<file path="src/preg_pkg.sv">
`timescale 1ns / 1ps
// shared types, codes and constants of the picture register interface
// no dependencies; used by preg_vram, preg_regs and picture_register_interface

package preg_pkg;

  localparam int NAMETABLE_BYTES_DEF = 2048;
  localparam int OAM_BYTES           = 256;
  localparam int OAM_AW              = 8;
  localparam int PAL_BYTES           = 32;
  localparam int PAL_AW              = 5;

  // transaction kinds
  localparam logic [2:0] ACT_READ      = 3'd0;
  localparam logic [2:0] ACT_WRITE     = 3'd1;
  localparam logic [2:0] ACT_VBLANK    = 3'd2;
  localparam logic [2:0] ACT_PRERENDER = 3'd3;
  localparam logic [2:0] ACT_DMA       = 3'd4;

  // register numbers
  localparam logic [2:0] REG_CTRL     = 3'd0;
  localparam logic [2:0] REG_MASK     = 3'd1;
  localparam logic [2:0] REG_STATUS   = 3'd2;
  localparam logic [2:0] REG_OAM_PTR  = 3'd3;
  localparam logic [2:0] REG_OAM_DATA = 3'd4;
  localparam logic [2:0] REG_SCROLL   = 3'd5;
  localparam logic [2:0] REG_ADDR     = 3'd6;
  localparam logic [2:0] REG_DATA     = 3'd7;

  // status bit positions
  localparam int STAT_VBLANK = 2;
  localparam int STAT_SPR0   = 1;

  typedef struct packed {
    logic [2:0] action;
    logic [2:0] reg_index;
    logic [7:0] write_data;
    logic [7:0] dma_index;
    logic [7:0] ext_read_data;
    logic       sprite_zero_event;
  } item_t;

  typedef struct packed {
    logic [7:0]  read_data;
    logic        nmi_request;
    logic        ext_write_valid;
    logic [12:0] ext_addr;
    logic [7:0]  ext_write_data;
    logic [14:0] current_scroll_v;
    logic [2:0]  current_fine_x;
  } result_t;

  typedef struct packed {
    logic [13:0] vaddr;
    logic [7:0]  oam_sel;
    logic        mirror;
  } vram_rd_req_t;

  typedef struct packed {
    logic       oam_we;
    logic [7:0] oam_sel;
    logic       nt_we;
    logic       pal_we;
    logic [7:0] wdata;
  } vram_wr_req_t;

  typedef struct packed {
    logic [7:0] oam;
    logic [7:0] nt;
    logic [7:0] pal;
  } vram_rd_t;

endpackage

</file>
<file path="src/preg_regs.sv">
`timescale 1ns / 1ps
// scroll, control and status registers with the per-transaction update and result
// depends on preg_pkg; drives the memory requests of preg_vram

module preg_regs (
  input  logic                   clk,
  input  logic                   rst_n,
  input  logic                   cfg_we,
  input  logic                   cfg_wdata,
  input  logic                   commit,
  input  preg_pkg::item_t        item,
  input  preg_pkg::vram_rd_t     rd_data,
  output preg_pkg::vram_rd_req_t rd_req,
  output preg_pkg::vram_wr_req_t wr_req,
  output preg_pkg::result_t      result
);

  logic [14:0] v_r, v_nxt, t_r, t_nxt, v_inc;
  logic [2:0]  x_r, x_nxt, status_r, status_nxt;
  logic        toggle_r, toggle_nxt, mirror_r;
  logic [7:0]  buf_r, buf_nxt, ctrl_r, ctrl_nxt, oam_ptr_r, oam_ptr_nxt;
  logic [7:0]  val;
  logic        is_ext, is_pal;
  preg_pkg::vram_wr_req_t wr_c;
  preg_pkg::result_t      res;

  assign val    = item.write_data;
  assign is_ext = ~v_r[13];
  assign is_pal = (v_r[13:8] == 6'h3F);
  assign v_inc  = v_r + (ctrl_r[2] ? 15'd32 : 15'd1);

  always_comb begin
    v_nxt       = v_r;
    t_nxt       = t_r;
    x_nxt       = x_r;
    toggle_nxt  = toggle_r;
    buf_nxt     = buf_r;
    ctrl_nxt    = ctrl_r;
    status_nxt  = status_r;
    oam_ptr_nxt = oam_ptr_r;
    res         = '0;
    wr_c        = '0;
    wr_c.wdata  = val;
    case (item.action)
      preg_pkg::ACT_READ: begin
        case (item.reg_index)
          preg_pkg::REG_STATUS: begin
            res.read_data                  = {status_r, buf_r[4:0]};
            status_nxt[preg_pkg::STAT_VBLANK] = 1'b0;
            toggle_nxt                     = 1'b0;
          end
          preg_pkg::REG_OAM_DATA: begin
            res.read_data = rd_data.oam;
          end
          preg_pkg::REG_DATA: begin
            if (!is_pal) begin
              res.read_data = buf_r;
              if (is_ext) begin
                buf_nxt      = item.ext_read_data;
                res.ext_addr = v_r[12:0];
              end else begin
                buf_nxt = rd_data.nt;
              end
            end else begin
              res.read_data = rd_data.pal;
              buf_nxt       = rd_data.nt;
            end
            v_nxt = v_inc;
          end
          default: ;
        endcase
      end
      preg_pkg::ACT_WRITE: begin
        case (item.reg_index)
          preg_pkg::REG_CTRL: begin
            res.nmi_request = ~ctrl_r[7] & val[7] & status_r[preg_pkg::STAT_VBLANK];
            ctrl_nxt        = val;
            t_nxt           = {t_r[14:12], val[1:0], t_r[9:0]};
          end
          preg_pkg::REG_OAM_PTR: begin
            oam_ptr_nxt = val;
          end
          preg_pkg::REG_OAM_DATA: begin
            wr_c.oam_we  = 1'b1;
            wr_c.oam_sel = oam_ptr_r;
            oam_ptr_nxt  = oam_ptr_r + 8'd1;
          end
          preg_pkg::REG_SCROLL: begin
            if (!toggle_r) begin
              t_nxt      = {t_r[14:5], val[7:3]};
              x_nxt      = val[2:0];
              toggle_nxt = 1'b1;
            end else begin
              t_nxt      = {val[2:0], t_r[11:10], val[7:3], t_r[4:0]};
              toggle_nxt = 1'b0;
            end
          end
          preg_pkg::REG_ADDR: begin
            if (!toggle_r) begin
              t_nxt      = {1'b0, val[5:0], t_r[7:0]};
              toggle_nxt = 1'b1;
            end else begin
              t_nxt      = {t_r[14:8], val};
              v_nxt      = {t_r[14:8], val};
              toggle_nxt = 1'b0;
            end
          end
          preg_pkg::REG_DATA: begin
            if (is_ext) begin
              res.ext_write_valid = 1'b1;
              res.ext_addr        = v_r[12:0];
              res.ext_write_data  = val;
            end else if (!is_pal) begin
              wr_c.nt_we = 1'b1;
            end else begin
              wr_c.pal_we = 1'b1;
            end
            v_nxt = v_inc;
          end
          default: ;
        endcase
      end
      preg_pkg::ACT_VBLANK: begin
        status_nxt[preg_pkg::STAT_VBLANK] = 1'b1;
        if (item.sprite_zero_event) begin
          status_nxt[preg_pkg::STAT_SPR0] = 1'b1;
        end
        res.nmi_request = ctrl_r[7];
      end
      preg_pkg::ACT_PRERENDER: begin
        status_nxt = 3'b000;
      end
      preg_pkg::ACT_DMA: begin
        wr_c.oam_we  = 1'b1;
        wr_c.oam_sel = item.dma_index;
      end
      default: ;
    endcase
    res.current_scroll_v = v_nxt;
    res.current_fine_x   = x_nxt;
  end

  always_ff @(posedge clk) begin
    if (!rst_n) begin
      v_r       <= '0;
      t_r       <= '0;
      x_r       <= '0;
      toggle_r  <= 1'b0;
      buf_r     <= '0;
      ctrl_r    <= '0;
      status_r  <= '0;
      oam_ptr_r <= '0;
      mirror_r  <= 1'b0;
    end else begin
      if (cfg_we) begin
        mirror_r <= cfg_wdata;
      end
      if (commit) begin
        v_r       <= v_nxt;
        t_r       <= t_nxt;
        x_r       <= x_nxt;
        toggle_r  <= toggle_nxt;
        buf_r     <= buf_nxt;
        ctrl_r    <= ctrl_nxt;
        status_r  <= status_nxt;
        oam_ptr_r <= oam_ptr_nxt;
      end
    end
  end

  assign rd_req.vaddr   = v_r[13:0];
  assign rd_req.oam_sel = oam_ptr_r;
  assign rd_req.mirror  = mirror_r;
  assign wr_req         = commit ? wr_c : '0;
  assign result         = res;

endmodule

</file>
<file path="config.mk">
export PLATFORM = sky130hd
export DESIGN_NAME = preg_regs
export DESIGN_NICKNAME = d
export VERILOG_FILES = /design/src/preg_pkg.sv /design/src/preg_regs.sv
export SDC_FILE = /design/constraint.sdc
export NUM_CORES = 1
export LEC_CHECK = 0
export BUFFER_PORTS_ARGS = -buffer_cell sky130_fd_sc_hd__buf_2
export CORE_UTILIZATION = 46
export DETAILED_ROUTE_END_ITERATION = 12
export PLACE_DENSITY_LB_ADDON = 0.1
export SLEW_MARGIN = 5
export SYNTH_ARGS = -nofsm -noshare
export SYNTH_HDL_FRONTEND = slang
export SYNTH_SLANG_ARGS = --single-unit
</file>
<file path="constraint.sdc">
create_clock -name clk -period 1.9 [get_ports clk]
set_input_delay 0.095 -clock clk [delete_from_list [all_inputs] [get_ports clk]]
set_output_delay 0.095 -clock clk [all_outputs]
set_load 0.02 [all_outputs]
</file>
==> results.txt, run 1 <==
The final critical path takes up 112% of the cycle. The min-delay analysis places its worst path in the category input pin to flop. The post-route minimum period works out to 2.12 ns. The level count of the clock H-tree was 2; the number of global-route vias before repair was 4749. The clock network fraction of total power came out at 34.4%. The critical path is of the flop to output port type. The cell family contributing the most delay on the critical path is compound AO/OA/AOI/OAI gates. The switching part of the total was 31.4%; the cell area after technology mapping was 4230 sq um. Count of buffering cells on the critical path with inverters included: 3. Entering global routing, the biggest net connects 31 pins. Number of antenna violations at the first check in global routing: 0.

Counting stages on the worst path, the most repeated cell is sky130_fd_sc_hd__buf_4. The actual transition at the worst max-transition pin is 0.440 ns. The post-layout total power was 2.64 mW. The root buffer cell is sky130_fd_sc_hd__clkbuf_8. The slowest stage of the critical path is the sky130_fd_sc_hd__dfxtp_2 cell. After clock tree synthesis, the clock-pin slew on the worst setup and hold paths is 0.10 ns.

The worst-case headroom to the max-slew limit came out at 70.5%. Counting distinct cell types in the post-synthesis netlist gives 83. After detailed routing, the total wire length is 14800 um. The tools report the max-slew violation count as 0. The tool flagged a number of max-cap violations equal to 0.

Detailed placement finished with a half-perimeter wire length of 10900 um. The first global-routing pass estimated 23900 um of wire. The tools report the post-route worst hold slack as 0.0184 ns. For this design the top-level I/O count stands at 151. The maximum ir drop on the vdd rail is 0.299 mV. The run finished, with violations left. Compared with the post-synthesis result, the final layout area differs by 35.4%. The logs give 38.9% for the proportion of power drawn by flip-flops and latches and 0 for the number of antenna cells inserted. The clock arrives with 0.00950 ns of skew.

The number of nets in the final layout is 795. Walking the worst path, the cells encountered are inv_1, ha_4, buf_4, nand2_1, o21bai_1, a41oi_2, o31ai_2, o211ai_1, buf_4. Setup repair after global routing could not meet its margin everywhere. After the first detailed-routing iteration, the DRC count stood at 450.

The endpoint kind of the worst setup timing path is an output port. For the final worst slack, the log shows -0.221 ns. Setup violations remaining at the end of the flow were counted as 18. Number of sinks driven by the clock tree: 47. The type of element launching the critical path was a flop. In the synthesized netlist, the number of instances is 567. Clock latency on the worst-skew pair, taken at its later pin, is 0.31 ns. In this run, synthesis produced a sequential element count of 47. For the number of vias after detailed routing, the log shows 5048. The post-route netlist has 41.5% of its cells at a drive strength greater than 1.

The filler cell count in the final layout is 798. The share of total power in combinational logic was 26.7%; the ratio of routed vias to standard cells was 6.01. The die is 97.9 um wide. The number of endpoints with negative hold slack in the final report was 0. The row count is 34, and the count of warnings emitted by yosys is 0. For the worst setup path, the data arrival time is 2.03 ns. The longest individual stage delay on the worst path is 0.35 ns. Counting flops with an async set or reset pin after synthesis yields a share of 0%. In this run the most critical hold path is launched from cfg_wdata. The internal power of the cells totals 1.81 mW. The number of enable-type register cells in the synthesized netlist was 0. Across every metal layer, demand over resource in global routing totals 30.8%. Maximum net fanout on the critical path: 3. The port buffer count is 150, and the register area share after synthesis is 22.2%.

The checks that failed: DRC, setup timing. TritonCTS built the clock tree. The synthesized area per cell works out to 7.46 sq um.

Primary flip-flop cell chosen by synthesis mapping: sky130_fd_sc_hd__dfxtp_1. The total grt overflow was 0; the maximum clock frequency was 471 MHz. The number of hold buffers added after CTS was 0. The overall die height was 97.9 um; the power density over the cells was 461 nW/um^2. The initial utilization of the core area, before any placement, comes to 48.0%. The tools report the first-pass iteration count of the detailed router as 10. The area inside the core boundary is 8810 sq um, and the sum of negative setup slack is -2.16 ns. The count of nets left with antenna violations once routing finished came out at 0. The die covers 9580 sq um. The final routed DRC violation total was 7. The beginning of the worst register-to-register path was ctrl_r[2]$_SDFFE_PN0P_. For the final estimated routing congestion in global placement, the log shows 0.918. The average wire per standard cell was 17.7 um; the worst endpoint required time was 1.80 ns. The logs give 631 for the post-synth net total and 0.829 mW for the net load switching power. Counting the buffers created by CTS gives 5. The cell leakage power was 2.44 nW. In this run the worst setup path begins at ctrl_r[2]$_SDFFE_PN0P_. Counting along the longest clock path gives a buffer depth of 2.
-- cell families after synthesis --
| logic type | Yosys count | share of synthesized area (%) |
|---|---|---|
| and+or+nand+nor | 233 | 29.6 |
| buffers and inverters | 80 | 10.9 |
| DFF | 47 | 22.2 |
| muxes | 22 | 5.38 |
| xor gates and xnor gates | 2 | 0.414 |
| adders and majority gates | 4 | 1.18 |
| AOI/OAI and AO/OA | 179 | 30.3 |
-- Yosys cell counts (all sizes together), types with 10 or more instances --
| master | n | area, sq um |
|---|---|---|
| nand4 | 16 | 106 |
| nand3 | 20 | 113 |
| and2 | 31 | 194 |
| mux2i | 16 | 160 |
| clkbuf | 24 | 91.3 |
| a22oi | 25 | 188 |
| dfxtp | 47 | 941 |
| a31oi | 11 | 83.8 |
| a211oi | 12 | 100 |
| nor3 | 10 | 66.3 |
| nand2 | 48 | 180 |
| buf | 47 | 338 |
| a21oi | 36 | 195 |
| nor2 | 69 | 283 |
| o21ai | 37 | 185 |
-- power groups by stage --
stage | Sequential [mW] | Combinational (mW) | Clock [mW]
floorplan | 1.05 | 0.408 | 0
global placement | 1.05 | 0.633 | 0
detailed placement | 1.05 | 0.644 | 0
CTS | 1.03 | 0.686 | 0.932
global route | 1.03 | 0.760 | 0.963
finish | 1.03 | 0.707 | 0.908
-- registers in the layout (all words and copies together), names as in the netlist --
register	flops
toggle_r	1
mirror_r	1
v_r	15
ctrl_r	2
t_r	7
oam_ptr_r	8
x_r	3
status_r	2
buf_r	8
-- path summary, 6_finish.rpt --
| path | slack (ns) | cells after the start | end |
|---|---|---|---|
| min reg2reg | 0.46 | 2 | t_r[14]$_SDFFE_PN0P_ |
| max reg2reg | -0.21 | 11 | v_r[7]$_SDFFE_PN0P_ |
| max | -0.22 | 9 | result[16] |
| min | 0.02 | 3 | mirror_r$_SDFFE_PN0P_ |
-- worst register-to-register path: stages (launching register included) --
cell	delay (ns)
sky130_fd_sc_hd__dfxtp_2	0.35
sky130_fd_sc_hd__ha_4	0.27
sky130_fd_sc_hd__and4_4	0.25
sky130_fd_sc_hd__a31oi_4	0.13
sky130_fd_sc_hd__buf_4	0.16
sky130_fd_sc_hd__nor4_2	0.16
sky130_fd_sc_hd__nor3_2	0.09
sky130_fd_sc_hd__buf_4	0.13
sky130_fd_sc_hd__buf_4	0.12
sky130_fd_sc_hd__buf_4	0.12
sky130_fd_sc_hd__buf_4	0.12
sky130_fd_sc_hd__a21oi_1	0.15
-- placed cells by master, fill, tap and decap left out, types with 5 or more instances in the layout --
cell                       instances
sky130_fd_sc_hd__nor2_1           63
sky130_fd_sc_hd__dfxtp_1          40
sky130_fd_sc_hd__a21oi_1          32
sky130_fd_sc_hd__a31oi_1           9
sky130_fd_sc_hd__buf_4            88
sky130_fd_sc_hd__nand3_1          19
sky130_fd_sc_hd__clkbuf_8          5
sky130_fd_sc_hd__inv_1             7
sky130_fd_sc_hd__and3_1            6
sky130_fd_sc_hd__nand2_1          46
sky130_fd_sc_hd__buf_6             6
sky130_fd_sc_hd__a22oi_1          24
sky130_fd_sc_hd__a211oi_1         10
sky130_fd_sc_hd__nor3_1            6
sky130_fd_sc_hd__buf_2           133
sky130_fd_sc_hd__mux2i_1          15
sky130_fd_sc_hd__o21ai_0          33
sky130_fd_sc_hd__o22a_1            7
sky130_fd_sc_hd__and2_1           31
sky130_fd_sc_hd__dfxtp_2           6
sky130_fd_sc_hd__nand4_1          15
-- final cells by class --
type | instances | area, sq um | area share (%)
clock buffers | 5 | 68.8 | 1.20
clock inverters | 3 | 67.6 | 1.18
inverters | 9 | 37.5 | 0.655
multi-input cells | 440 | 3050 | 53.3
flip-flops and latches | 47 | 952 | 16.6
well taps | 108 | 135 | 2.36
repair buffers | 228 | 1410 | 24.7
-- stage by stage --
step | setup WS (ns) | instances | utilization (%) | instance area, sq um
after floorplan | 0.0198 | 567 | - | 4230
after global placement | -0.00993 | 814 | 58.5 | 5150
after detailed placement | -0.0515 | 814 | 58.5 | 5150
after CTS | -0.322 | 832 | 63.6 | 5600
after global routing | -0.324 | 840 | 65.0 | 5730
final | -0.221 | 840 | 65.0 | 5730
-- timing repair --
item	CTS	global route
setup buffers	10	8
endpoints found under the setup margin	28	29
pin swaps	26	16
gates resized for setup	59	17
-- routing by layer --
layer | track usage (%) | up-vias | part of all wire [%]
met2 | 52.2 | 232 | 49
met3 | 5.01 | 37 | 6.9
met5 | 0 | - | 0
met1 | 38.7 | 2376 | 42
met4 | 13.1 | 0 | 2.9
li1 | - | 2403 | -
No activity file was read; power rests on OpenSTA's default activity.
==> run 2: changes to the inputs <==
- CORE_UTILIZATION: 46 -> 50
- clock period: 1.9 -> 2.2 ns (I/O delays scaled with it)
==> run 2 against run 1 <==
  * The flow finishes with violations (setup timing)
  * Sequential power shrank 14%
  * Routed wire length fell by 7.2%
  * Clock power fell by 33%
  * Final area down 8.7%
  * Critical path depth shrank 2
  * Setup slack improved by 0.17 ns
  * Final cell count is 4.9% lower
  * First-iteration DRC count up 1.6%
  * Non-clock buffer count is 38 lower
==> results.txt, run 2 (synthesized netlist as in run 1, its figures left out) <==
The flow ran to the end, but the final reports show violations. The checks that failed: setup timing. The switching part of the total came out at 33.3%.

Leaving out fill and tap cells, the most frequent cell in the layout is sky130_fd_sc_hd__buf_2. STA classifies the critical path startpoint as a flop. The final worst slack is -0.0477 ns.

Of all nets on the critical path, the largest fanout is 3. The number of endpoints with negative hold slack in the final report is 0, and the post-layout total power is 2.04 mW. The routed layout has 4884 vias.

The register with the most flip-flops in the layout has 15 of them. The max-slew violation count is 0, and the longest individual stage delay on the worst path is 0.36 ns. Summing all multi-input logic gate instances after layout gives 2950 sq um.

The width of the chip is 94.0 um. In the routed layout, each cell is associated on average with a via count of 6.11. The tools report the maximum clock frequency as 445 MHz. Summed over all layers, the global routing overflow is 0.

The worst setup path is captured at an output port. By startpoint and endpoint, the worst setup path is classified as flop to output port. Data on the critical path is required at its endpoint by 2.09 ns. The logs give 4379 for the number of global-route vias before repair and 33 for the row count. The number of nets in the final layout came out at 757. The post-route minimum period is 2.25 ns.

Fill cells in the final layout number 772. The slowest stage of the critical path belongs to the cell sky130_fd_sc_hd__dfxtp_2. The tools report the level count of the clock H-tree as 2. For the total length of routed wires, the log shows 13800 um. The destination of the worst hold path is mirror_r$_SDFFE_PN0P_. In the final timing run, aggregate negative setup slack is -0.0636 ns. Clock skew on the completed layout was measured at 0.0144 ns.

The number of cells on the worst reg-to-reg path was 6. The tools report the HPWL after detailed placement as 10000 um. The internal power of the cells totals 1.36 mW. Dividing total power by cell area gives a power density of 390 nW/um^2. The worst hold path belongs to the class input pin to flop. The maximum ir drop on the vdd rail was 0.315 mV; the starting density of the core was 51.5%.

Counting instances, the worst hold path has a depth of 3. At the later pin of the worst-skew pair, clock insertion delay measures 0.31 ns. The startpoint identified for the worst hold timing path is cfg_wdata.

The logs give 2.14 ns for the data arrival at the endpoint of the critical path and 8220 sq um for the area inside the core boundary. The share of total power in combinational logic is 27.0%, and the fraction of final layout cells sized beyond drive strength 1 is 35.4%. The clock passes through at most 2 buffers. The proportion of power drawn by flip-flops and latches came out at 43.3%. The clock slew seen by the registers of the worst setup and hold paths works out to 0.09 ns. For this design, the sink count on the clock tree is 47. The root buffer cell was sky130_fd_sc_hd__clkbuf_8.

TritonCTS built the clock tree. The number of routed nets with antenna violations came out at 0. Buffers placed on the I/O ports in this run total 150. Before antenna repair, the detailed router went through 5 iterations. The final cycle utilization of the critical path is 102%, and the clock network fraction of total power is 29.6%. TritonCTS created 5 clock buffers. The number of cells after detailed placement was 789; the cell leakage power was 2.21 nW. The average wire per standard cell came out at 17.3 um.

The net load switching power was 0.680 mW. Counting flops per register, the top entry is v_r. The setup violation total in the final timing report is 3. Entering global routing, the biggest net connects 24 pins.

In this run, the number of DRC markers left after iteration 0 of detailed routing was 457. Compared with the post-synthesis result, the final layout area differs by 23.6%. The final estimated routing congestion in global placement came out at 0.949.

The I/O pin count is 151, and the sequential standard cell area is 945 sq um. The run gives 31.0% as the global routing usage summed across all routing layers. The hold buffer count at cts came out at 0. For the worst-case headroom to the max-slew limit, the log shows 62.2%. Setup repair after global routing could not meet its margin everywhere. The routed wire length on met3 was 1220 um.

For this run, design rule violations remaining after detail routing come to 0. The slack of the worst reg-to-reg path is 0.32 ns, and the count of buffering cells on the critical path with inverters included is 1. After the flow finishes, the layout carries non-filler instances totaling 799. The run gives 5780 um as the wire length on met1. Walking the worst path, the cells encountered are ha_4, nand4_1, o21bai_1, a41oi_1, o31ai_2, o211ai_1, buf_2.

The endpoint identified for the worst register-to-register timing path is v_r[11]$_SDFFE_PN0P_. The kind of cell with the highest combined delay along the critical path is compound AO/OA/AOI/OAI gates. The number of antenna diodes in the final layout is 0. OpenSTA, run right after detailed placement, puts the worst setup slack at 0.207 ns. Number of antenna violations at the first check in global routing: 0. For the pin with the worst max-slew slack, the measured transition is 0.565 ns. The die covers 8830 sq um. The uppermost layer routed was met4. First-pass GRT wire length: 21600 um. In the final layout, the registers with the most flip-flops are v_r x15, buf_r x8, oam_ptr_r x8. In the layout the commonest cells are sky130_fd_sc_hd__buf_2, sky130_fd_sc_hd__nor2_1, sky130_fd_sc_hd__nand2_1. From bottom edge to top edge, the die measures 94.0 um. Detailed routing placed a total of 6540 um of wire on met2.

Across the run, the number of max-cap violations was 0. The share of the core filled with cells was 63.6%. Beginning of the worst register-to-register path: ctrl_r[2]$_SDFFE_PN0P_.
[run 2: per-stage QoR]
| step | hold WS, ns | cell area [sq um] |
|---|---|---|
| after global routing | 0.0497 | 5230 |
| after detailed placement | 0.357 | 4980 |
| after CTS | 0.0367 | 5170 |
| final | 0.0345 | 5230 |
| after global placement | 0.345 | 4980 |
| after floorplan | 0.257 | 4230 |
[run 2: power by group through the flow]
stage               sequential, mW  combinational (mW)  clock [mW]
floorplan                    0.903               0.351           0
global placement             0.902               0.520           0
detailed placement           0.902               0.531           0
CTS                          0.884               0.541       0.604
global route                 0.887               0.596       0.647
finish                       0.885               0.551       0.605
[run 2: layer usage]
| metal | vias to the layer above | track usage [%] |
|---|---|---|
| met5 | - | 0 |
| met4 | 0 | 8.97 |
| met3 | 26 | 5.26 |
| met2 | 274 | 51.7 |
| met1 | 2260 | 40.9 |
| li1 | 2324 | - |
[run 2: worst max path at each step]
stage                                 startpoint          to  slack, ns  depth (start not counted)
after floorplan              v_r[0]$_SDFFE_PN0P_  result[17]       0.15                          7
after global placement    ctrl_r[2]$_SDFFE_PN0P_  result[17]       0.29                          9
after detailed placement  ctrl_r[2]$_SDFFE_PN0P_  result[17]       0.21                          9
after CTS                 ctrl_r[2]$_SDFFE_PN0P_  result[17]       0.01                          9
after global routing      ctrl_r[2]$_SDFFE_PN0P_  result[17]      -0.12                          7
final                     ctrl_r[2]$_SDFFE_PN0P_  result[16]      -0.05                          7
[run 2: area by class of cell]
class | instances | share of cell area (%)
Inverter | 9 | 0.646
Sequential cell | 47 | 18.1
Tap cell | 105 | 2.51
Multi-Input combinational cell | 440 | 56.4
Timing Repair Buffer | 190 | 20.5
Clock buffer | 8 | 1.91
[run 2: worst min-delay path: cells and delay by family]
family / cells / cell delay [ns]
AND/OR/NAND/NOR: 1 / 0.07
buffers and inverters: 1 / 0.07
multiplexers: 1 / 0.05
[run 2: timing repair]
action	4_1_cts	5_1_grt
setup endpoints to repair	9	16
buffers inserted	0	2
resized for setup	15	12
pin swaps	4	9
==> run 3: changes to the inputs <==
- CORE_MARGIN: default -> 5
- clock period: 2.2 -> 2.9 ns (I/O delays scaled with it)
==> run 3 against run 2 <==
  * The run now ends clean
  * Sequential share of layout area up 1.3 points
  * Clock skew down 0.0076 ns
  * Count of clock-buffer cells in the layout down 2
  * Sequential power down 23%
  * Final area down 6.9%
  * Critical endpoint is now result[17]
  * Largest power group unchanged
  * Highest routed layer unchanged
==> results.txt, run 3 (synthesized netlist as in run 1, its figures left out) <==
The worst-case IR drop observed on VDD is 0.245 mV. The average wire per standard cell is 18.0 um. Summed over all layers, the routed wires come to 13800 um. For this design the top-level I/O count stands at 151. Once the clock tree was built, the setup fixing pass inserted 0 buffers. The slowest stage of the critical path is the sky130_fd_sc_hd__dfxtp_1 cell. The post-route minimum period was 2.60 ns. STA classifies the critical path endpoint as an output port.

After routing the design area is 4870 sq um. The later pin in the worst-skew pair is clocked with a latency of 0.31 ns. The number of vias after detailed routing is 4749. Width of the chip: 102 um. The number of endpoints with negative hold slack in the final report is 0. The total clock buffers created by CTS was 5; the number of flip-flops under the largest register name was 15. The clock slew seen by the registers of the worst setup and hold paths is 0.09 ns, and the first-pass iteration count of the detailed router is 5. For this design, the sink count on the clock tree is 47. The ratio of routed vias to standard cells works out to 6.18. Counting stages on the worst path, the most repeated cell is sky130_fd_sc_hd__ha_1. Final estimated routing congestion in global placement: 0.878.

The first routing iteration left 569 violations. The class of the tightest hold or removal check was input pin to flop. Maximum net fanout on the critical path: 6. Post-route worst hold slack: 0.0748 ns.

The worst setup path is of the flop to output port kind. Root buffer cell: sky130_fd_sc_hd__clkbuf_8. STA puts the critical path data arrival time at 2.46 ns.

The starting density of the core was 51.5%. The flow ran to the end, and the final reports show no timing, DRC or antenna violations. The longest individual stage delay on the worst path was 0.43 ns.

After routing, the total negative slack on setup checks comes to 0 ns. The first global-routing pass estimated 22000 um of wire. Entering global routing, the biggest net connects 34 pins. Count of max-cap constraint violations: 0. The number of nets in the final layout was 728; the overall die area was 10400 sq um. Dividing total power by cell area gives a power density of 317 nW/um^2.

Measured along the y axis, the die boundary spans 102 um. Data on the critical path is required at its endpoint by 2.76 ns. The region available for standard cell placement spans 8220 sq um.

The register with the most flip-flops in the final layout is v_r. For the total grt overflow, the log shows 0. At the pin with the least slew margin, the transition time is 1.02 ns. Maximum clock insertion buffer count: 2.

The cell family with the largest share of critical-path delay was adder cells. Of the available clock period, the critical path in the final layout requires 89.7%. The signal on the critical path passes through ha_1, ha_1, nand4_2, o2bb2ai_2, a31o_2, a21oi_1, nor3_1, buf_2. The leading cell type in the layout, fill and taps excluded is sky130_fd_sc_hd__buf_2. The number of antenna diodes in the final layout is 0. The number of cells upsized or downsized after cts came out at 0.

CTS built an H-tree with a depth of 2. TritonCTS built the clock tree. Row generation in the floorplan step produced 33 rows. After detailed routing, the number of remaining DRC violations is 0. The run gives 0 as the number of routed nets with antenna violations.

In this run, post-CTS hold repair placed 0 buffers. STA classifies the critical path startpoint as a flop. The HPWL after detailed placement is 10100 um.

The top cell types in the final layout, fill and taps aside, are sky130_fd_sc_hd__buf_2, sky130_fd_sc_hd__nor2_1, sky130_fd_sc_hd__nand2_1. The global routing usage summed across all routing layers was 26.4%; the cell leakage power was 2.07 nW. The tools report the number of antenna violations at the first check in global routing as 0.

The area after detailed placement is 4760 sq um, and the max-slew violation count is 0. The fraction of final layout cells sized beyond drive strength 1 is 29.7%, and the worst-case headroom to the max-slew limit is 31.6%. The count of buffers added on input and output ports is 150. The largest registers in the layout are v_r x15, buf_r x8, oam_ptr_r x8. The count of buffering cells on the critical path with inverters included was 1; the number of global-route vias before repair was 4361. Setup repair after global routing left no endpoint under its margin.

For the final database, setup skew stands at 0.00684 ns. The area growth from synthesis to layout is 15.1%, and the filler cell count in the final layout is 832. The maximum clock frequency was 384 MHz; the setup violation total in the final timing report was 0.

The tools report the post-layout total power as 1.54 mW.
==> run 3: changes by cell type in the layout (fill, tap and decap cells not counted), sizes merged <==
| cell | change |
|---|---|
| bufinv | +1 |
| buf | -29 |
| clkbuf | -2 |
==> run 3: metrics by stage <==
stage          util, %  cells  setup WS [ns]
2_1_floorplan        -    567          0.812
5_1_grt           59.2    769          0.104
6_report          59.2    769          0.297
3_5_place_dp      58.0    762          0.631
3_3_place_gp      58.0    762          0.682
4_1_cts           59.2    769          0.296
==> run 3: worst min-delay path: stages <==
cell	delay [ns]
sky130_fd_sc_hd__buf_2	0.08
sky130_fd_sc_hd__mux2i_1	0.05
sky130_fd_sc_hd__nor2_1	0.08
==> run 3: path summary, 6_finish.rpt <==
path / slack (ns) / cells after the start / to / start
max reg2reg: 0.74 / 7 / v_r[14]$_SDFFE_PN0P_ / v_r[0]$_SDFFE_PN0P_
min: 0.07 / 3 / mirror_r$_SDFFE_PN0P_ / cfg_wdata
max: 0.30 / 8 / result[17] / v_r[0]$_SDFFE_PN0P_
min reg2reg: 0.47 / 2 / t_r[12]$_SDFFE_PN0P_ / t_r[12]$_SDFFE_PN0P_
==> run 3: final cells by class <==
class / count / area (sq um) / share of cell area, %
clock buffers: 6 / 72.6 / 1.49
clock inverters: 1 / 30.0 / 0.617
inverters: 9 / 33.8 / 0.694
multi-input cells: 440 / 2830 / 58.0
flip-flops and latches: 47 / 941 / 19.3
well taps: 105 / 131 / 2.70
repair buffers: 161 / 833 / 17.1
==> run 3: report_power, final <==
group	switching [mW]	leakage, nW	internal (mW)
Combinational	0.239	1.63	0.130
Clock	0.239	0.0513	0.253
Sequential	0.0229	0.381	0.658
Total	0.501	2.07	1.04
==> run 3: layer usage <==
metal	vias up	routed length [um]	GRT usage (%)
li1	2271	-	-
met1	2229	5780	34.8
met2	230	6720	45.6
met3	19	1180	3.96
met4	0	155	5.75
met5	-	0	0
